**config.mk**
```make
export PLATFORM = sky130hd
export DESIGN_NAME = base58_encoder_top
export DESIGN_NICKNAME = d
export VERILOG_FILES = /design/src/sv/b58enc_pkg.sv /design/src/sv/b58enc_ram.sv /design/src/sv/b58enc_div58.sv /design/src/sv/base58_encoder_top.sv
export SDC_FILE = /design/constraint.sdc
export NUM_CORES = 1
export LEC_CHECK = 0
export BUFFER_PORTS_ARGS = -buffer_cell sky130_fd_sc_hd__buf_2
export CAP_MARGIN = 20
export CELL_PAD_IN_SITES_DETAIL_PLACEMENT = 1
export CELL_PAD_IN_SITES_GLOBAL_PLACEMENT = 1
export CORE_MARGIN = 4
export CORE_UTILIZATION = 52
export DETAILED_ROUTE_END_ITERATION = 6
export GPL_TIMING_DRIVEN = 0
export PLACE_DENSITY = 0.86
export SLEW_MARGIN = 20
export SYNTH_ARGS = -nofsm -noshare
export SYNTH_HDL_FRONTEND = slang
export SYNTH_SLANG_ARGS = --single-unit
```
**constraint.sdc**
```tcl
create_clock -name clk_i -period 9.67 [get_ports clk_i]
set_input_delay 1.934 -clock clk_i [delete_from_list [all_inputs] [get_ports clk_i]]
set_output_delay 1.934 -clock clk_i [all_outputs]
set_load 0.01 [all_outputs]
```
**src/sv/b58enc_pkg.sv**
```systemverilog
// Shared types, constants and the alphabet lookup of the base-58 encoder.
package b58enc_pkg;

  localparam int RADIX        = 58;
  localparam int RESULT_LIMIT = 44;
  localparam int DIGIT_W      = 6;
  localparam int BYTE_W       = 8;
  localparam int CHAR_W       = 7;
  localparam int X_W          = DIGIT_W + BYTE_W;

  // floor(x / 58) == (x * RECIP) >> RECIP_SHIFT for every x below 58 * 256.
  localparam int             RECIP_SHIFT = 20;
  localparam int             RECIP_W     = 15;
  localparam logic [RECIP_W-1:0] RECIP   = 15'd18079;

  localparam logic [CHAR_W-1:0] ZERO_CHAR = 7'd49;

  localparam logic [RADIX*8-1:0] ALPHABET =
    "123456789ABCDEFGHJKLMNPQRSTUVWXYZabcdefghijkmnopqrstuvwxyz";

  typedef struct packed {
    logic [BYTE_W-1:0] data_byte;
    logic              last_byte;
  } in_item_t;

  typedef struct packed {
    logic [CHAR_W-1:0] char_code;
    logic              last_char;
    logic              overflow;
  } out_item_t;

  typedef enum logic [2:0] {
    S_IDLE,
    S_MUL,
    S_WR,
    S_EPREP,
    S_EMIT
  } seq_state_e;

  // The first character of the string literal sits in the top byte.
  function automatic logic [CHAR_W-1:0] b58_char(input logic [DIGIT_W-1:0] d);
    logic [DIGIT_W-1:0] idx;
    idx = (d >= DIGIT_W'(RADIX)) ? d - DIGIT_W'(RADIX) : d;
    return ALPHABET[(RADIX - 1 - int'(idx)) * 8 +: CHAR_W];
  endfunction

endpackage

```
**src/sv/b58enc_ram.sv**
```systemverilog
// Generic single-write, single-read RAM with a registered read port.
module b58enc_ram #(
  parameter int WIDTH = 8,
  parameter int DEPTH = 64
) (
  input  logic                     clk_i,
  input  logic                     we_i,
  input  logic [$clog2(DEPTH)-1:0] waddr_i,
  input  logic [WIDTH-1:0]         wdata_i,
  input  logic                     re_i,
  input  logic [$clog2(DEPTH)-1:0] raddr_i,
  output logic [WIDTH-1:0]         rdata_o
);

  logic [WIDTH-1:0] mem_q [DEPTH];
  logic [WIDTH-1:0] rdata_q;

  always_ff @(posedge clk_i) begin
    if (we_i) begin
      mem_q[waddr_i] <= wdata_i;
    end
    if (re_i) begin
      rdata_q <= mem_q[raddr_i];
    end
  end

  assign rdata_o = rdata_q;

endmodule

```
**src/sv/b58enc_div58.sv**
```systemverilog
// Shared divide-by-58 unit: reciprocal multiply, registered, then remainder with correction.
module b58enc_div58 import b58enc_pkg::*; (
  input  logic               clk_i,
  input  logic               load_i,
  input  logic [X_W-1:0]     x_i,
  output logic [BYTE_W-1:0]  quot_o,
  output logic [DIGIT_W-1:0] rem_o
);

  localparam int PROD_W = X_W + RECIP_W;
  localparam int QE_W   = PROD_W - RECIP_SHIFT;

  logic [X_W-1:0]    x_q;
  logic [PROD_W-1:0] prod_q;
  logic [QE_W-1:0]   q_est;
  logic [QE_W-1:0]   q_fix;
  logic [X_W-1:0]    r_full;
  logic [X_W-1:0]    r_fix;

  always_ff @(posedge clk_i) begin
    if (load_i) begin
      x_q    <= x_i;
      prod_q <= PROD_W'(x_i) * PROD_W'(RECIP);
    end
  end

  always_comb begin
    q_est  = prod_q[RECIP_SHIFT +: QE_W];
    r_full = x_q - X_W'(q_est) * X_W'(RADIX);
    if (r_full >= X_W'(RADIX)) begin
      q_fix = q_est + 1'b1;
      r_fix = r_full - X_W'(RADIX);
    end else begin
      q_fix = q_est;
      r_fix = r_full;
    end
  end

  assign quot_o = q_fix[BYTE_W-1:0];
  assign rem_o  = r_fix[DIGIT_W-1:0];

endmodule

```
**src/sv/base58_encoder_top.sv**
```systemverilog
// Top level of the base-58 encoder: sequencer, digit memory and shared divider.
//
// The block takes a message one byte a beat (start high while busy is low) and, after the
// beat that carries last_byte, returns its base-58 text in the Bitcoin alphabet, one
// character a beat on result_o marked by result_valid_o. A beat that is not final walks
// the stored digits one by one: the digits are kept in a single-port-read memory and
// every digit passes through the one divide-by-58 unit (a reciprocal multiply that is
// registered before the remainder is formed). A leading zero byte, or a byte dropped
// beyond MAX_BYTES, is taken without a fold. The final beat is followed by a set-up state
// and then the characters, back to back with no gaps. The receiver cannot hold results
// off: each character is present for exactly one cycle and must be taken then. busy is
// low between the bytes of a message once each fold is done; after the final beat it
// stays high until the last character of the message has gone. overflow is raised only
// on the last character, when bytes beyond MAX_BYTES were dropped or the text did not
// fit. The digit memory is not cleared after reset, since a digit is only ever read after
// it has been written.
module base58_encoder_top import b58enc_pkg::*; #(
  parameter int MAX_BYTES  = 32,
  parameter int MAX_DIGITS = 44
) (
  input  logic      clk_i,
  input  logic      rst_ni,
  input  logic      start,
  input  in_item_t  data_i,
  output logic      busy,
  output logic      result_valid_o,
  output out_item_t result_o
);

  localparam int KW  = $clog2(MAX_DIGITS + 1);
  localparam int AW  = $clog2(MAX_DIGITS);
  localparam int ZW  = $clog2(MAX_BYTES + 1);
  localparam int CAP = (MAX_DIGITS < RESULT_LIMIT) ? MAX_DIGITS : RESULT_LIMIT;
  localparam int RW  = $clog2(CAP + 1);
  localparam int SW  = ((ZW > KW) ? ZW : KW) + 1;

  seq_state_e        state_q, state_d;
  logic [KW-1:0]     k_q, k_d;
  logic [KW-1:0]     dcount_q, dcount_d;
  logic [BYTE_W-1:0] carry_q, carry_d;
  logic [ZW-1:0]     zpc_q, zpc_d;
  logic [ZW-1:0]     bcount_q, bcount_d;
  logic              seen_q, seen_d;
  logic              ovf_q, ovf_d;
  logic              last_q, last_d;
  logic [RW-1:0]     rem_q, rem_d;
  logic [ZW-1:0]     zleft_q, zleft_d;
  logic [KW-1:0]     didx_q, didx_d;

  // Memory and divider hook-up.
  logic               ram_we;
  logic               ram_re;
  logic [AW-1:0]      ram_raddr;
  logic [DIGIT_W-1:0] ram_rdata;
  logic               div_load;
  logic [X_W-1:0]     div_x;
  logic [BYTE_W-1:0]  div_quot;
  logic [DIGIT_W-1:0] div_rem;

  logic [KW-1:0] nk;
  logic [KW-1:0] dcount_m1;
  logic [KW-1:0] didx_m2;
  logic [SW-1:0] total_sum;

  assign nk        = k_q + 1'b1;
  assign dcount_m1 = dcount_q - 1'b1;
  assign didx_m2   = didx_q - KW'(2);
  assign total_sum = SW'(zpc_q) + SW'(dcount_q);
  assign busy      = (state_q != S_IDLE);

  b58enc_ram #(
    .WIDTH (DIGIT_W),
    .DEPTH (MAX_DIGITS)
  ) u_digits (
    .clk_i   (clk_i),
    .we_i    (ram_we),
    .waddr_i (k_q[AW-1:0]),
    .wdata_i (div_rem),
    .re_i    (ram_re),
    .raddr_i (ram_raddr),
    .rdata_o (ram_rdata)
  );

  b58enc_div58 u_div (
    .clk_i  (clk_i),
    .load_i (div_load),
    .x_i    (div_x),
    .quot_o (div_quot),
    .rem_o  (div_rem)
  );

  // Sequencer registers.
  always_ff @(posedge clk_i or negedge rst_ni) begin
    if (!rst_ni) begin
      state_q  <= S_IDLE;
      k_q      <= '0;
      dcount_q <= '0;
      zpc_q    <= '0;
      bcount_q <= '0;
      seen_q   <= 1'b0;
      ovf_q    <= 1'b0;
      last_q   <= 1'b0;
      rem_q    <= '0;
      zleft_q  <= '0;
      didx_q   <= '0;
    end else begin
      state_q  <= state_d;
      k_q      <= k_d;
      dcount_q <= dcount_d;
      zpc_q    <= zpc_d;
      bcount_q <= bcount_d;
      seen_q   <= seen_d;
      ovf_q    <= ovf_d;
      last_q   <= last_d;
      rem_q    <= rem_d;
      zleft_q  <= zleft_d;
      didx_q   <= didx_d;
    end
  end

  // The running carry is payload: it is always loaded before it is used.
  always_ff @(posedge clk_i) begin
    carry_q <= carry_d;
  end

  // Next state and outputs.
  always_comb begin
    logic fold_go;
    logic more_digits;
    logic keep_going;
    logic last_beat;

    fold_go     = 1'b0;
    more_digits = 1'b0;
    keep_going  = 1'b0;
    last_beat   = 1'b0;

    state_d  = state_q;
    k_d      = k_q;
    dcount_d = dcount_q;
    carry_d  = carry_q;
    zpc_d    = zpc_q;
    bcount_d = bcount_q;
    seen_d   = seen_q;
    ovf_d    = ovf_q;
    last_d   = last_q;
    rem_d    = rem_q;
    zleft_d  = zleft_q;
    didx_d   = didx_q;

    ram_we    = 1'b0;
    ram_re    = 1'b0;
    ram_raddr = '0;
    div_load  = 1'b0;
    div_x     = {((k_q < dcount_q) ? ram_rdata : DIGIT_W'(0)), carry_q};

    result_valid_o = 1'b0;
    result_o       = '0;

    case (state_q)
      S_IDLE: begin
        // Keep the lowest digit fetched so that a fold can start at once.
        ram_re    = 1'b1;
        ram_raddr = '0;
        if (start) begin
          last_d  = data_i.last_byte;
          carry_d = data_i.data_byte;
          k_d     = '0;
          if (bcount_q < ZW'(MAX_BYTES)) begin
            bcount_d = bcount_q + 1'b1;
            if (data_i.data_byte == '0 && !seen_q) begin
              zpc_d = zpc_q + 1'b1;
            end else begin
              seen_d  = 1'b1;
              fold_go = (dcount_q != '0) || (data_i.data_byte != '0);
            end
          end else begin
            ovf_d = 1'b1;
          end
          if (fold_go) begin
            state_d = S_MUL;
          end else if (data_i.last_byte) begin
            state_d = S_EPREP;
          end
        end
      end

      S_MUL: begin
        div_load = 1'b1;
        state_d  = S_WR;
      end

      S_WR: begin
        ram_we  = 1'b1;
        carry_d = div_quot;
        if (k_q >= dcount_q) begin
          dcount_d = nk;
        end
        more_digits = (nk < dcount_q);
        ram_re      = more_digits;
        ram_raddr   = nk[AW-1:0];
        keep_going  = more_digits || ((div_quot != '0) && (nk < KW'(MAX_DIGITS)));
        if (keep_going) begin
          k_d     = nk;
          state_d = S_MUL;
        end else begin
          if (div_quot != '0) begin
            ovf_d = 1'b1;
          end
          state_d = last_q ? S_EPREP : S_IDLE;
        end
      end

      S_EPREP: begin
        if (total_sum > SW'(CAP)) begin
          rem_d = RW'(CAP);
          ovf_d = 1'b1;
        end else begin
          rem_d = total_sum[RW-1:0];
        end
        zleft_d   = zpc_q;
        didx_d    = dcount_q;
        ram_re    = (dcount_q != '0);
        ram_raddr = dcount_m1[AW-1:0];
        state_d   = S_EMIT;
      end

      S_EMIT: begin
        result_valid_o = 1'b1;
        last_beat      = (rem_q == RW'(1));
        if (zleft_q != '0) begin
          result_o.char_code = ZERO_CHAR;
          zleft_d            = zleft_q - 1'b1;
        end else begin
          result_o.char_code = b58_char(ram_rdata);
          didx_d             = didx_q - 1'b1;
          ram_re             = (didx_q > KW'(1));
          ram_raddr          = didx_m2[AW-1:0];
        end
        result_o.last_char = last_beat;
        result_o.overflow  = last_beat && ovf_q;
        rem_d              = rem_q - 1'b1;
        if (last_beat) begin
          dcount_d = '0;
          zpc_d    = '0;
          bcount_d = '0;
          seen_d   = 1'b0;
          ovf_d    = 1'b0;
          state_d  = S_IDLE;
        end
      end

      default: begin
        state_d = S_IDLE;
      end
    endcase
  end

`ifndef SYNTH
  // Characters are only produced while the block reports itself busy.
  a_result_while_busy: assert property (@(posedge clk_i) disable iff (!rst_ni)
    result_valid_o |-> busy)
    else $error("result beat outside a busy period");

  // The digit count never runs past the memory depth.
  a_dcount_bound: assert property (@(posedge clk_i) disable iff (!rst_ni)
    dcount_q <= KW'(MAX_DIGITS))
    else $error("digit count exceeds the digit memory");

  // The overflow flag only ever rides on the final character.
  a_ovf_on_last: assert property (@(posedge clk_i) disable iff (!rst_ni)
    (result_valid_o && result_o.overflow) |-> result_o.last_char)
    else $error("overflow raised on a character that is not the last");

  // After the final character the block is ready for a new message.
  a_idle_after_last: assert property (@(posedge clk_i) disable iff (!rst_ni)
    (result_valid_o && result_o.last_char) |=> !busy)
    else $error("block still busy after the final character");

  // A digit write always follows a divider load in the cycle before.
  a_write_after_load: assert property (@(posedge clk_i) disable iff (!rst_ni)
    (state_q == S_WR) |-> $past(div_load))
    else $error("digit written without a fresh quotient");
`endif

endmodule

```
Word level (Yosys, flattened, before mapping):

Memories as Yosys holds them, arrays and structs flattened. A register that Yosys moved wholly into a read port is not among the register bits.
Index checks and enable logic that the tools add are counted.

* shifts and indexed selects: 1
* reductions and logical operators: 29
* $add $sub $neg: 14
* multipliers: 2
* equal/unequal tests: 19
* multiplexer cells: 58
* magnitude comparators: 9

Operator list (number)
* $shiftx 464x10->7 const A: 1
* $mux 6: 16
* $pmux 6 s2: 7
* $mul 14x15->29 const B: 1
* $ne 2x2->1 const B: 13
* $sub 6x1->6 const B: 4
* $mux 1: 19
* $add 6x1->6 const B: 3
* $pmux 6 s3: 1
* $mux 8: 2
* $pmux 8 s2: 1
* $reduce_bool 8->1: 2
* $pmux 3 s5: 1
* $ge 14x6->1 const B: 1
* $sub 14x14->14: 1
* $mul 9x5->13 const B: 1
* $lt 6x6->1: 2
* $lt 6x6->1 const B: 2
* $mux 3: 4
* $reduce_bool 6->1: 2
* $sub 6x6->6 const B: 2
* $reduce_and 5->1: 2
* $mux 9: 1
* $reduce_and 3->1: 3
* 28 further kinds: 40

* output and inout bits: 11
* word-level logic and storage cells: 147
* register bits after elaboration: 99
* memories: 1
* input port bits: 12
* bits in writable memories: 264

Memory list
* u_digits.mem_q: words 44, bits a word 6, rd ports 1, clocked after Yosys merged registers in 1, write ports 1, line b58enc_ram.sv:15 `logic [WIDTH-1:0] mem_q [DEPTH];`

Logic depth before layout (Yosys ltp):

Gate-level depths: netlist of the first run.

* word-level depth: 9
* depth in mapped cells: 31
* mapped depth without buffers: 31

Hierarchy:

Synthesis of the first run repeated with hierarchy kept, for this count alone.

* cell total of the unflattened synthesis: 1753
* area total of the unflattened synthesis: 21515.6 sq um

Modules (own cells, without submodules)
* b58enc_ram: instances 1, area each 10831.6 sq um, sequential area each 8107.8 sq um, cells each 590
* b58enc_div58: instances 1, area each 6070.8 sq um, sequential area each 690.7 sq um, cells each 597
* base58_encoder_top: instances 1, area each 4613.2 sq um, sequential area each 1441.4 sq um, cells each 566

Worst setup path after synthesis of the first run:

OpenSTA, ideal clock, no wires.

* kind: register -> register
* start point: register dcount_q[3]
* end point: register u_div.prod_q[28] (data pin)
* arrival time: 6961 ps
* stages on the path, launching flop included: 28
* path slack: 2451 ps
* buffers on the path: 0
* period minus slack after synthesis: 7219 ps
* cells stage by stage: dfrtp_1 > inv_1 > ha_1 > a21o_1 > a21o_1 > a211oi_1 > and2_1 > fa_1 > inv_1 > fa_1 > fa_1 > inv_1 > fa_1 > fa_1 > fa_1 > ha_1 > a21o_1 > a21o_1 > a21oi_1 > nor2b_1 > o21ai_0 > a21oi_1 > o31a_1 > nor2_1 > o21ai_0 > or3_1 > a31oi_1 > xnor2_1

* word-level cells in the longest chain between the ends: 3

RTL lines
* from (decl): line base58_encoder_top.sv:39 `logic [KW-1:0] dcount_q, dcount_d;`
* from (signal assigned): line base58_encoder_top.sv:109 `dcount_q <= dcount_d;`
* $lt 6x6->1: line base58_encoder_top.sv:155 `div_x = {((k_q < dcount_q) ? ram_rdata : DIGIT_W'(0)), carry_q};`
* $mux 6: line base58_encoder_top.sv:155
* via div_x[11]: line base58_encoder_top.sv:56 `logic [X_W-1:0] div_x;`
* $mul 14x15->29: line b58enc_div58.sv:23 `prod_q <= PROD_W'(x_i) * PROD_W'(RECIP);`
* to (signal assigned): line b58enc_div58.sv:23
* to (decl): line b58enc_div58.sv:14 `logic [PROD_W-1:0] prod_q;`

The timed path passes the listed nets, and every way through them passes these cells.
A chain may end at the register's enable or synchronous reset.

Worst setup path in the final report of the first run:

Ends and elaborated chain as after synthesis.

==> results of run 1 <==
metrics by stage:
| step | instance area [um^2] | setup slack, ns |
|---|---|---|
| 6_report | 23700 | 1.01 |
| 5_1_grt | 23700 | 0.720 |
| 4_1_cts | 23700 | 1.07 |
| 3_5_place_dp | 22600 | 1.19 |
| 3_3_place_gp | 22300 | -0.172 |
| 2_1_floorplan | 21500 | 2.45 |
logic make-up (layout without fill, tap and decap cells):
group,Yosys count,count (layout),share of synthesized area (%)
XOR/XNOR,62,62,2.53
AND/OR/NAND/NOR,755,755,16.0
adder cells (fa/ha/maj),274,274,18.7
AO/OA/AOI/OAI,343,343,10.6
multiplexers,5,5,0.245
flip-flops,349,349,47.7
buffers and inverters,247,353,4.37
synth_stat cells (5+ instances only):
cell      number
nor4_1        10
o21ai_0       75
nor3_1        34
a311oi_1      49
clkbuf_1      65
nor2_1       123
edfxtp_1     301
o221ai_1       5
nand3b_1       5
nand2b_1      16
inv_1        161
a21o_1        18
a211oi_1       7
o22ai_1        6
or2_2          7
xnor2_1       38
xor2_1        24
nand2_1      340
ha_1         197
fa_1          77
a31oi_1       22
or3_1          8
dfrtp_1       48
nand3_1      127
buf_1         12
nor2b_1       19
and3_1        30
nand4_1        9
buf_2          7
a21oi_1       96
and2_1        12
routing by layer:
layer | wire length, um | up-vias | part of all wire (%)
li1 | - | 7400 | -
met3 | 4180 | 211 | 6.3
met2 | 33100 | 680 | 50
met1 | 26200 | 8356 | 39
met4 | 2870 | 0 | 4.3
met5 | 0 | - | 0
state kept, by name, indices dropped and copies added, names as in the netlist, 8 cells and up:
name and cells:
u_digits.mem_q 264, carry_q 8, u_div.x_q 13, u_div.prod_q 10
cells in the final DEF, fill, tap and decap left out, types with 8 or more instances in the layout:
cell       netlist  routed
nor2_1         123     123
xor2_1          24      23
a311oi_1        49      49
fa_1            77      77
nor2b_1         19      19
nand2_1        340     340
inv_1          161     161
clkbuf_1        65      71
and3_1          30      30
a21oi_1         96      95
or3_1            8       8
nor4_1          10      10
o21ai_0         75      75
buf_1           12      12
nand2b_1        16      16
edfxtp_1       301     301
and2_1          12      12
clkinv_1         1       9
a21o_1          18      18
clkbuf_16        0      39
buf_6            0       9
ha_1           197     197
xnor2_1         38      35
a31oi_1         22      22
dfrtp_1         48      48
nor3_1          34      33
buf_2            7      29
nand4_1          9       9
nand3_1        127     127
cell type report:
type / instances / area share (%)
Multi-Input combinational cell: 1439 / 43.7
Sequential cell: 349 / 43.2
Clock buffer: 46 / 4.27
Tap cell: 532 / 2.81
Inverter: 162 / 2.56
Timing Repair Buffer: 38 / 1.48
Buffer: 85 / 1.40
Clock inverter: 22 / 0.659
critical path, stage by stage, from the launching register on:
cell      delay, ns
dfrtp_1        0.47
inv_1          0.15
ha_1           0.32
a21o_1         0.17
a21o_1         0.19
a211oi_1       0.67
and2_1         0.60
fa_1           0.57
fa_1           0.52
fa_1           0.56
fa_1           0.57
fa_1           0.60
fa_1           0.44
ha_1           0.34
a21o_1         0.16
a21o_1         0.17
a21oi_1        0.14
nor2b_1        0.06
o21ai_0        0.21
a21oi_1        0.14
o31a_1         0.34
nor2_1         0.13
o21ai_0        0.20
or3_1          0.39
a31oi_1        0.21
xnor2_1        0.10
how the worst max path moves through the flow:
stage / to / startpoint
floorplan: u_div.prod_q[28] / dcount_q[3]
global placement: u_digits.mem_q[24][1] / u_div.prod_q[23]
detailed placement: u_div.prod_q[28] / dcount_q[3]
CTS: u_div.prod_q[28] / dcount_q[3]
global route: u_div.prod_q[28] / dcount_q[3]
finish: u_div.prod_q[28] / dcount_q[3]
==> out/qor.yml, run 1 <==
logic_synthesis:
  avgSynthCellArea_um2: 10.6
  yosysUniqueCellTypes: 76
  syn_area_um2: 21500
  syn-num-nets: 2321
  synth_seq_area_share_pct: 47.7
  synth_cells: 2035
  yosys_warnings: 0
  ys_ff_latch: 349
  synth_area_leader_cell: "edfxtp_1"
  synth.top_cell.area_share_pct: 42.1
  synth_edf_count: 301
  synth_area_leaders: "edfxtp_1 (42%), ha_1 (11%), fa_1 (7.2%)"
  synthFlopType: "edfxtp_1"
  ys_async_sr_fraction_pct: 13.8
critical_path:
  worstPathMaxFanout: 7
  ff2ff_setup_slack_ns: 1.01
  cp-start-kind: "flop"
  crit_type: "reg2reg"
  r2r_cells: 25
  crit_arrival_ns: 8.98
  r2r-start: "dcount_q[3]"
  worstReg2RegEnd: "u_div.prod_q[28]"
  cp_data_required_time_ns: 9.99
  cp-end-kind: "flop"
global_routing:
  antenna_found_initial: 0
  grt_max_degree: 28
  grt_pass1_wl_um: 104000
  first_global_vias: 18100
  track_usage_pct: 29.8
  use_met1_pct: 38.1
  busiest_layer: "met2"
  grtUsageMet3_pct: 4.59
  met2_usage_pct: 51.4
  grt.overflow.total: 0
layout:
  finalNonFillerCells: 2673
  diodes: 0
  syn2layout_area_growth_pct: 10.4
  post-route-util_pct: 58.1
  drive_gt1_share_pct: 6.31
  multiInputGateArea_um2: 10400
  nets: 2399
  fillCellCount: 4339
  seqCellArea_um2: 10200
status:
  status: "finished, final reports clean"
timing:
  finalCritPeriodShare_pct: 89.6
  skew_ns: 0.0260
  setup_tns_ns: 0
  rsz0062_at_grt: "no"
  max_freq_mhz: 115
  hold_slack_ns: 0.504
  hold_viol: 0
  period_minus_slack_ns: 8.66
  setup_violations: 0
  worst_pin_slew_ns: 1.11
  relSlewSlack_pct: 26.0
  drv_slew: 0
flow_run:
  drv_cap: 0
place:
  place_inst: 2605
  gp_congestion: 0.933
  hpwl_um: 46900
  io_buffers: 22
die:
  die_x_um: 211
  io_pins: 23
  initial_core_util_pct: 52.6
  die_y_um: 211
  rows: 74
  fp.dieArea_um2: 44600
  core_um2: 40800
routing:
  drc: 0
  drtPass1Iterations: 5
  drtIter0Drc: 1455
  ant_nets: 0
  post_drt_via_cell_ratio: 6.23
  routedWlPerCell_um: 24.8
  num_vias: 16600
  routed_wl_um: 66300
min_path:
  hold_depth: 1
  worstHoldEndpoint: "bcount_q[0]"
  min_from: "bcount_q[0]"
  hold_class: "reg2reg"
clock_tree:
  cts_root_buf: "clkbuf_16"
  clk-insertion-delay-late_ns: 0.57
  cts_hold_buf: 0
  cts.repair.resized: 0
  cts_max_level: 2
  clockBufferDepth: 3
  post-cts-setup-buffer-count: 0
  cts_tree: "yes"
  clkTransAtPathRegs_ns: 0.07
  cts_sinks: 349
  cts_buffers: 38
Power of run 1 is left out: the tool's default activity adds up to more than one toggle a clock period on the data nets, which glitch-free logic cannot reach.
==> run 2, diff against run 1 <==
--- a/config.mk
+++ b/config.mk
@@ -10,10 +10,12 @@
 export CELL_PAD_IN_SITES_DETAIL_PLACEMENT = 1
 export CELL_PAD_IN_SITES_GLOBAL_PLACEMENT = 1
 export CORE_MARGIN = 4
-export CORE_UTILIZATION = 52
+export CORE_UTILIZATION = 53
+export CTS_BUF_LIST = sky130_fd_sc_hd__clkbuf_8
+export CTS_CLUSTER_SIZE = 40
 export DETAILED_ROUTE_END_ITERATION = 6
 export GPL_TIMING_DRIVEN = 0
-export PLACE_DENSITY = 0.86
+export PLACE_DENSITY = 0.87
 export SLEW_MARGIN = 20
 export SYNTH_ARGS = -nofsm -noshare
 export SYNTH_HDL_FRONTEND = slang
==> run 2 against run 1 <==
  * Worst setup slack worse by 0.27 ns
  * Sequential share of layout area down 0.15 points
  * Critical path type unchanged
  * Non-clock buffer count up 1
  * Die area down 1.8%
  * Design area up 0.34%
  * Sequential cell count unchanged
  * Maximum frequency down 3.0%
  * Clock skew down 0.0018 ns
  * Register-to-register slack worse by 0.27 ns
  * Critical endpoint unchanged
==> out/qor.yml, run 2 (same netlist as run 1, synthesis figures left out) <==
timing:
  hold_slack_ns: 0.511  # was 0.504 ns
  max_freq_mhz: 112  # was 115 MHz
  relSlewSlack_pct: 34.5  # was 26.0%
  skew_ns: 0.0243  # was 0.0260 ns
  finalCritPeriodShare_pct: 92.4  # was 89.6%
  drv_slew: 0  # unchanged
  hold_viol: 0  # unchanged
  worst_pin_slew_ns: 0.980  # was 1.11 ns
  rsz0062_at_grt: "no"  # unchanged
  fin_ws_ns: 0.735  # was 1.01 ns
  setup_violations: 0  # unchanged
  period_minus_slack_ns: 8.93  # was 8.66 ns
critical_path:
  r2r-start: "dcount_q[3]"  # unchanged
  ff2ff_setup_slack_ns: 0.74  # was 1.01 ns
  cp_common_cell: "fa_1"  # unchanged
  cp-start-kind: "flop"  # unchanged
  slowest_delay_ns: 0.70  # was 0.67 ns
  crit_arrival_ns: 9.33  # was 8.98 ns
  cp-end-kind: "flop"  # unchanged
  r2r_cells: 27  # was 25
  worstPathMaxFanout: 7  # unchanged
  crit_type: "reg2reg"  # unchanged
  cp_data_required_time_ns: 10.06  # was 9.99 ns
  slowest_stage: "a211oi_1"  # unchanged
  worstReg2RegEnd: "u_div.prod_q[28]"  # unchanged
layout:
  fillCellCount: 4302  # was 4339
  post-route-cell-area_um2: 23800  # was 23700 um^2
  largest-register: "u_digits.mem_q"  # unchanged
  syn2layout_area_growth_pct: 10.8  # was 10.4%
  largestRegisters: "u_digits.mem_q x264, u_div.x_q x13, u_div.prod_q x10"  # unchanged
  diodes: 0  # unchanged
  final_cell_mix: "nand2_1 (340), edfxtp_1 (301), ha_1 (197)"  # unchanged
  largest_reg_flops: 264  # unchanged
  final_common_cell: "nand2_1"  # unchanged
  drive_gt1_share_pct: 7.57  # was 6.31%
  nets: 2419  # was 2399
  finalNonFillerCells: 2705  # was 2673
clock_tree:
  cts_sinks: 349  # unchanged
  cts_max_level: 2  # unchanged
  clkTransAtPathRegs_ns: 0.06  # was 0.07 ns
  cts_tree: "yes"  # unchanged
  cts_root_buf: "clkbuf_8"  # was clkbuf_16
  cts_buffers: 57  # was 38
  cts_hold_buf: 0  # unchanged
  clockBufferDepth: 3  # unchanged
  clk-insertion-delay-late_ns: 0.67  # was 0.57 ns
  post-cts-setup-buffer-count: 0  # unchanged
  cts.repair.resized: 0  # unchanged
global_routing:
  first_global_vias: 18600  # was 18100
  grt_max_degree: 30  # was 28
  grt.overflow.total: 0  # unchanged
  track_usage_pct: 30.1  # was 29.8%
  grt_pass1_wl_um: 103000  # was 104000 um
  antenna_found_initial: 2  # was 0
routing:
  routedWlPerCell_um: 24.5  # was 24.8 um
  num_vias: 17000  # was 16600
  ant_nets: 0  # unchanged
  drtIter0Drc: 1565  # was 1455
  post_drt_via_cell_ratio: 6.27  # was 6.23
  drtPass1Iterations: 5  # unchanged
  drc: 0  # unchanged
  routed_wl_um: 66300  # about the same
min_path:
  hold_depth: 1  # unchanged
  min_from: "ovf_q"  # was bcount_q[0]
  worstHoldEndpoint: "ovf_q"  # was bcount_q[0]
  hold_class: "reg2reg"  # unchanged
place:
  place_area_um2: 22600  # about the same
  gp_congestion: 0.925  # was 0.933
  io_buffers: 22  # unchanged
  place_inst: 2599  # was 2605
  hpwl_um: 47400  # was 46900 um
  dp_slack_ns: 0.973  # was 1.19 ns
die:
  die_x_um: 209  # was 211 um
  core_um2: 39900  # was 40800 um^2
  fp.dieArea_um2: 43800  # was 44600 um^2
  die_y_um: 209  # was 211 um
  io_pins: 23  # unchanged
  initial_core_util_pct: 53.8  # was 52.6%
  rows: 73  # was 74
flow_run:
  drv_cap: 0  # unchanged
status:
  status: "finished, final reports clean"  # unchanged
## run 2: changes by cell type in the layout (fill, tap and decap cells not counted), moves of 2 or more
| cell | before | now |
|---|---|---|
| clkbuf_16 | 39 | 0 |
| clkinv_1 | 9 | 16 |
| clkinv_4 | 2 | 0 |
| buf_8 | 2 | 0 |
| clkbuf_8 | 1 | 60 |
| bufinv_16 | 1 | 7 |
| clkinv_2 | 7 | 11 |
| inv_1 | 161 | 170 |
| clkbuf_1 | 71 | 65 |
## run 2: layout make-up
type	count	area [um^2]	share of cell area [%]
timing repair buffer	39	380	1.60
buffer	85	332	1.39
clock buffer	60	826	3.47
inverter	162	608	2.55
clock inverter	46	398	1.67
tap	525	657	2.76
multi-input combinational	1439	10400	43.5
sequential	349	10200	43.0
## run 2: critical path: cells and delay by family (launching register included)
kind,cells,cell delay [ns]
simple gates,4,1.25
compound gates,11,2.76
flops,1,0.46
xor+xnor,1,0.10
fa+ha+maj,8,3.73
buf+inv,3,0.33
## run 2: layer usage
layer / GRT usage, % / up-vias / part of all wire, %
li1: - / 7465 / -
met1: 37.2 / 8505 / 39
met2: 52.4 / 751 / 50
met3: 5.01 / 225 / 6.6
met4: 12.9 / 4 / 4.5
met5: 0 / - / 0.036
## run 2: worst max path at each step
| stage | slack [ns] | endpoint | from | depth (start not counted) |
|---|---|---|---|---|
| global placement | -0.15 | u_digits.mem_q[31][3] | u_div.prod_q[22] | 25 |
| CTS | 0.84 | u_div.prod_q[28] | dcount_q[3] | 27 |
| detailed placement | 0.97 | u_div.prod_q[28] | dcount_q[3] | 27 |
| finish | 0.74 | u_div.prod_q[28] | dcount_q[3] | 27 |
| global route | 0.42 | u_div.prod_q[28] | dcount_q[3] | 27 |
| floorplan | 2.45 | u_div.prod_q[28] | dcount_q[3] | 27 |
## run 2: metrics by stage
| stage | TNS (ns) | util (%) |
|---|---|---|
| detailed placement | 0 | 56.6 |
| global placement | -8.59 | 55.7 |
| global route | 0 | 59.6 |
| finish | 0 | 59.6 |
| CTS | 0 | 59.6 |
| floorplan | 0 | - |
Power of run 2 is left out for the same reason.
